===== config.mk =====
export PLATFORM = sky130hd
export DESIGN_NAME = dsa_ram
export DESIGN_NICKNAME = d
export VERILOG_FILES = /design/src/descriptor_slot_allocator_macros.svh /design/src/dsa_ram.sv
export SDC_FILE = /design/constraint.sdc
export NUM_CORES = 1
export LEC_CHECK = 0
export BUFFER_PORTS_ARGS = -buffer_cell sky130_fd_sc_hd__clkbuf_2
export CAP_MARGIN = 20
export CORE_ASPECT_RATIO = 1.25
export CORE_MARGIN = 5
export CORE_UTILIZATION = 60
export CTS_BUF_LIST = sky130_fd_sc_hd__clkbuf_8
export CTS_CLUSTER_SIZE = 24
export DETAILED_ROUTE_END_ITERATION = 7
export PLACE_DENSITY = 0.78
export SETUP_SLACK_MARGIN = 0.15
export SLEW_MARGIN = 40
export SYNTH_ARGS = -nofsm -noshare
export SYNTH_HDL_FRONTEND = slang
export SYNTH_SLANG_ARGS = --single-unit

===== constraint.sdc =====
create_clock -name clk -period 1.9 [get_ports clk]
set_input_delay 0.095 -clock clk [delete_from_list [all_inputs] [get_ports clk]]
set_output_delay 0.095 -clock clk [all_outputs]
set_load 0.005 [all_outputs]

===== src/descriptor_slot_allocator_macros.svh =====
// assertion macros for the descriptor slot allocator
// every macro samples on clk and is disabled while rst_n is low
`ifndef DESCRIPTOR_SLOT_ALLOCATOR_MACROS_SVH
`define DESCRIPTOR_SLOT_ALLOCATOR_MACROS_SVH

// condition holds at every clock edge
`define DSA_ASSERT_ALWAYS(name, cond, msg) \
    name: assert property (@(posedge clk) disable iff (!rst_n) (cond)) else $error(msg);

// consequent holds in the same cycle as the antecedent
`define DSA_ASSERT_SAME(name, ante, cons, msg) \
    name: assert property (@(posedge clk) disable iff (!rst_n) (ante) |-> (cons)) \
        else $error(msg);

// consequent holds in the cycle after the antecedent
`define DSA_ASSERT_NEXT(name, ante, cons, msg) \
    name: assert property (@(posedge clk) disable iff (!rst_n) (ante) |=> (cons)) \
        else $error(msg);

`endif


===== src/dsa_ram.sv =====
module dsa_ram #(
    parameter int WIDTH = 8,
    parameter int DEPTH = 16
) (
    input  logic                     clk,
    input  logic                     wr_en,
    input  logic [$clog2(DEPTH)-1:0] wr_addr,
    input  logic [WIDTH-1:0]         wr_data,
    input  logic                     rd_en,
    input  logic [$clog2(DEPTH)-1:0] rd_addr,
    output logic [WIDTH-1:0]         rd_data
);

    logic [WIDTH-1:0] mem [DEPTH];

    // write port
    always_ff @(posedge clk)
    begin
        if (wr_en)
        begin
            mem[wr_addr] <= wr_data;
        end
    end

    // registered read port
    always_ff @(posedge clk)
    begin
        if (rd_en)
        begin
            rd_data <= mem[rd_addr];
        end
    end

endmodule


==> results of run 1 <==
[metrics by stage]
stage	utilization, %	worst slack (ns)	std cells	hold slack, ns	total power [uW]
floorplan	-	0.312	229	0.194	3630
global placement	64.9	0.252	385	0.500	3750
detailed placement	64.9	0.249	385	0.505	3770
CTS	69.7	0.423	417	0.0519	6180
global route	69.7	0.345	417	0.0637	6350
finish	69.7	0.430	417	0.0751	6130
[worst paths after layout]
path | startpoint | to | slack, ns | cells past startpoint
max | mem[11][7] | rd_data[7] | 0.43 | 3
min | rd_en | rd_data[7] | 0.08 | 1
max reg2reg | mem[11][7] | rd_data[7] | 0.43 | 3
min reg2reg | mem[7][3] | rd_data[3] | 0.76 | 3
[logic make-up (layout without fill, tap and decap cells)]
kind of cell | Yosys count | count (layout) | synth area share (%)
flops | 136 | 136 | 78.1
simple gates | 35 | 35 | 3.14
mux | 32 | 32 | 14.8
compound gates | 16 | 16 | 2.30
buf+inv | 10 | 78 | 1.65
[critical path, cell delays in order, from the launching register on]
cell and delay, ns:
edfxtp_1 0.36, mux4_2 0.48, a22oi_1 0.29, nand2_1 0.09
[cell usage after synthesis]
cell type and instances:
edfxtp_1 136, mux4_2 18, a22oi_1 16, mux4_1 14, nor2_1 13, nand2_1 9
nor3_1 4, buf_2 3, buf_6 3, clkdlybuf4s25_2 3, nand2b_1 2, nand3b_1 2
and2_1 1, and2b_1 1, buf_4 1, nand3_1 1, nor2b_1 1, or3b_2 1
[cell type report]
cell class / count / area [sq um] / area share, %
Sequential cell: 136 / 4080 / 68.0
Multi-Input combinational cell: 83 / 1060 / 17.6
Timing Repair Buffer: 46 / 293 / 4.88
Clock buffer: 17 / 234 / 3.90
Clock inverter: 15 / 184 / 3.06
Tap cell: 120 / 150 / 2.50
[state kept, by name, indices dropped and copies added, names as in the netlist]
register	flops
mem	128
rd_data	8
[power by group through the flow]
| stage | Sequential, uW | Clock, uW | Combinational [uW] |
|---|---|---|---|
| 6_report | 3400 | 2430 | 302 |
| 5_1_grt | 3400 | 2620 | 329 |
| 4_1_cts | 3400 | 2470 | 308 |
| 3_5_place_dp | 3460 | 0 | 306 |
| 3_3_place_gp | 3460 | 0 | 296 |
| 2_1_floorplan | 3460 | 0 | 171 |
[layer usage]
metal  vias up  global-route usage (%)  part of all wire, %
li1       1091                       -                    -
met5         -                       0                    0
met2       115                    30.9                   49
met4         0                    10.1                  2.5
met3        12                    5.13                  7.2
met1      1244                    28.4                   41
==> reports/results.tsv, run 1 <==
metric	value	unit
status	complete, no violations	
tns	0	ns
drive_gt1_share	31.6	%
grt_max_degree	33	
seqPwrFrac	55.4	%
yosysUniqueCellTypes	18	
cts_setup_buffers	0	
numClockSinks	136	
tightest_slew	0.655	ns
area_growth	14.8	%
drt-total-wl	9720	um
drt_iter0_drc	250	
layout_common_cells	edfxtp_1, clkbuf_2, buf_4	
synth_area	5230	sq um
switching_share	19.8	%
synth.avg_cell_area	22.8	sq um
yosysTopAreaCellShare	78.1	%
ant_nets	0	
peakVddDrop	0.621	mV
fill_cells	523	
final_cell_area	6000	sq um
place.port_buffers	26	
die_y	114	um
grt_pass1_wl	15000	um
clock_power_share	39.7	%
die-width	93.5	um
ctsRootBufferMaster	clkbuf_8	
dr.pass1.iters	4	
cts_hold_buf	0	
clk_pin_slew	0.07	ns
drv_slew	0	
wire_per_inst	23.3	um
fmax	0.680	GHz
cts.repair.resized	0	
hp-class	primary input to flop	
p_per_area	1020	nW/um^2
antennaDiodeCount	0	
yosysTopAreaCell	edfxtp_1	
cts_tree	built	
fin_crit	1.47	ns
clk-insertion-delay-late	0.42	ns
synthCells	229	
intPower	4920	uW
arrival	1.64	ns
yosysWarnings	0	
setup_violations	0	
cp.required	2.07	ns
h-tree-depth	4	
net-switching-power	1210	uW
cts_buffers	17	
grt_pass1_vias	2580	
hpwlAfterDp	6190	um
synth_area_leaders	edfxtp_1, mux4_2, mux4_1	
rsz0062_at_grt	no	
cp_max_fo	1	
maxCapViolCount	0	
start_kind	flop	
placedInstanceArea	5580	sq um
initial_core_util	60.7	%
synth_nets	248	
final.period_utilization	77.4	%
relSlewSlack	56.1	%
final_common_cell	edfxtp_1	
worst_setup_path_end_kind	flop	
std_cell_rows	38	
core	8610	sq um
cts_buffer_depth	2	
via_per_inst	5.90	
p_comb_share	4.9	%
antenna_found_initial	0	
final_nets	303	
skew	0.00637	ns
drc	0	
globalplace.congestion	0.812	
io_pins	27	
crit_type	flop to flop	
finalHoldViolCount	0	
power_leakage	0.00203	uW
gr-total-overflow	0	
dr_total_vias	2462	
synth-seq-cells	136	
seq_area_frac_synth	78.1	%
track_usage	20.5	%
die_area	10700	sq um
(Power assumes the default switching activity.)
==> run 2: changes to the inputs <==
--- a/config.mk
+++ b/config.mk
@@ -9,7 +9,7 @@
 export CAP_MARGIN = 20
 export CORE_ASPECT_RATIO = 1.25
 export CORE_MARGIN = 5
-export CORE_UTILIZATION = 60
+export CORE_UTILIZATION = 57
 export CTS_BUF_LIST = sky130_fd_sc_hd__clkbuf_8
 export CTS_CLUSTER_SIZE = 24
 export DETAILED_ROUTE_END_ITERATION = 7
==> constraint.sdc (replaced) <==
create_clock -name clk -period 1.3 [get_ports clk]
set_input_delay 0.065 -clock clk [delete_from_list [all_inputs] [get_ports clk]]
set_output_delay 0.065 -clock clk [all_outputs]
set_load 0.005 [all_outputs]
==> run 2 against run 1 <==
Effect of this change:
- the flow now finishes with violations (setup timing)
- sequential power rose by 46%
- routed wire length fell by 5.1%
- critical path depth did not move
- utilization fell by 2.4 points
- combinational power rose by 63%
- clock-buffer cell count did not move
==> reports/results.tsv, run 2 (synthesis results as in run 1) <==
metric	value	unit
cp_max_fo	1	
die_y	117	um
clk-insertion-delay-late	0.43	ns
layout_common_cells	edfxtp_1, mux4_2, clkbuf_2	
crit_type	flop to flop	
numClockSinks	136	
start_kind	flop	
cp_top_family	multiplexers	
via_per_inst	5.77	
clk_pin_slew	0.07	ns
setup_slack	-0.130	ns
fin_crit	1.43	ns
worst_setup_path_end_kind	flop	
status	finished, violations left	
switching_share	19.8	%
cp.required	1.48	ns
setup_violations	8	
cp.buffers_inverters	0	
drive_gt1_share	41.4	%
area_growth	16.9	%
globalplace.congestion	0.769	
p_per_area	1430	nW/um^2
grt_max_degree	25	
intPower	6990	uW
final_nets	310	
relSlewSlack	52.0	%
placedInstanceArea	5680	sq um
top_regs	mem x128, rd_data x8	
slowest_stage	mux4_2	
cts_setup_buffers	0	
io_pins	27	
drv_slew	0	
regMostFlops	mem	
die_area	11200	sq um
slowest_delay	0.52	ns
antenna_found_initial	0	
drt-total-wl	9230	um
largest_register_ffs	128	
tightest_slew	0.718	ns
hpwlAfterDp	6090	um
hp-class	primary input to flop	
maxCapViolCount	0	
die-width	95.7	um
track_usage	19.0	%
cts_tree	built	
initial_core_util	57.6	%
ctsRootBufferMaster	clkbuf_8	
gr-total-overflow	0	
final_common_cell	edfxtp_1	
failed_checks	setup timing	
grt_pass1_wl	14600	um
seqPwrFrac	56.9	%
whs	0.0431	ns
std_cell_rows	39	
core	9080	sq um
place.port_buffers	26	
finalHoldViolCount	0	
dp.cells	394	
final_core_util	67.3	%
stdcell_count	427	
power_leakage	0.00203	uW
rsz0062_at_grt	yes	
antennaDiodeCount	0	
dr.pass1.iters	4	
p_comb_share	5.6	%
grt_pass1_vias	2596	
peakVddDrop	0.735	mV
h-tree-depth	4	
final_cell_area	6110	sq um
net-switching-power	1730	uW
skew	0.00717	ns
arrival	1.61	ns
dr_total_vias	2465	
ant_nets	0	
cts_buffers	17	
clock_power_share	37.4	%
cts_buffer_depth	2	
drt_iter0_drc	200	
fmax	0.699	GHz
fill_cells	583	
drc	0	
path_cells	mux4_2, a22oi_2, nand2_1	
final.period_utilization	110	%
wire_per_inst	21.6	um
-- run 2: cell types whose count changed in the layout (fill, tap and decap cells not counted), sizes merged --
cell,before,now
inv,0,3
clkinv,9,8
buf,20,26
bufinv,4,3
clkinvlp,2,1
dlygate4sd3,0,1
-- run 2: path summary, 6_finish.rpt --
kind	startpoint	slack [ns]	cells after the start	end
max	mem[2][4]	-0.13	3	rd_data[4]
min	wr_data[4]	0.04	1	mem[6][4]
max reg2reg	mem[2][4]	-0.13	3	rd_data[4]
min reg2reg	mem[12][6]	0.75	3	rd_data[6]
-- run 2: layout make-up --
cell class / instances / area [sq um] / area share [%]
clock buffer: 17 / 234 / 3.83
clock inverter: 15 / 144 / 2.36
multi-input combinational: 83 / 1080 / 17.7
sequential: 136 / 4080 / 66.8
tap: 123 / 154 / 2.52
timing repair buffer: 53 / 410 / 6.72
-- run 2: what timing repair did --
| item | in CTS | in global routing |
|---|---|---|
| resized for setup | 8 | 0 |
| hold buffers | 1 | 0 |
| pin swaps | 6 | 0 |
| setup endpoints to repair | 8 | 8 |
| endpoints found under the hold margin | 8 | 0 |
-- run 2: per-layer routing --
metal	wire, um	track usage (%)	share of wire [%]	vias to the layer above
li1	-	-	-	1094
met1	3610	24.2	39	1263
met2	4820	30.0	52	86
met3	502	4.73	5.4	22
met4	293	11.2	3.2	0
met5	0	0	0	-
-- run 2: power by group through the flow --
stage / registers (uW) / logic [uW] / clock network, uW
6_report: 4960 / 492 / 3260
5_1_grt: 4970 / 537 / 3580
4_1_cts: 4960 / 499 / 3340
3_5_place_dp: 5060 / 475 / 0
3_3_place_gp: 5050 / 463 / 0
2_1_floorplan: 5050 / 277 / 0
-- run 2: per-stage QoR --
stage | total power [uW] | setup WS [ns] | setup TNS, ns
after global placement | 5510 | -0.228 | -1.58
after global routing | 9080 | -0.183 | -1.09
after detailed placement | 5530 | -0.243 | -1.64
after CTS | 8800 | -0.101 | -0.571
final | 8720 | -0.130 | -0.627
after floorplan | 5330 | 0.0325 | 0
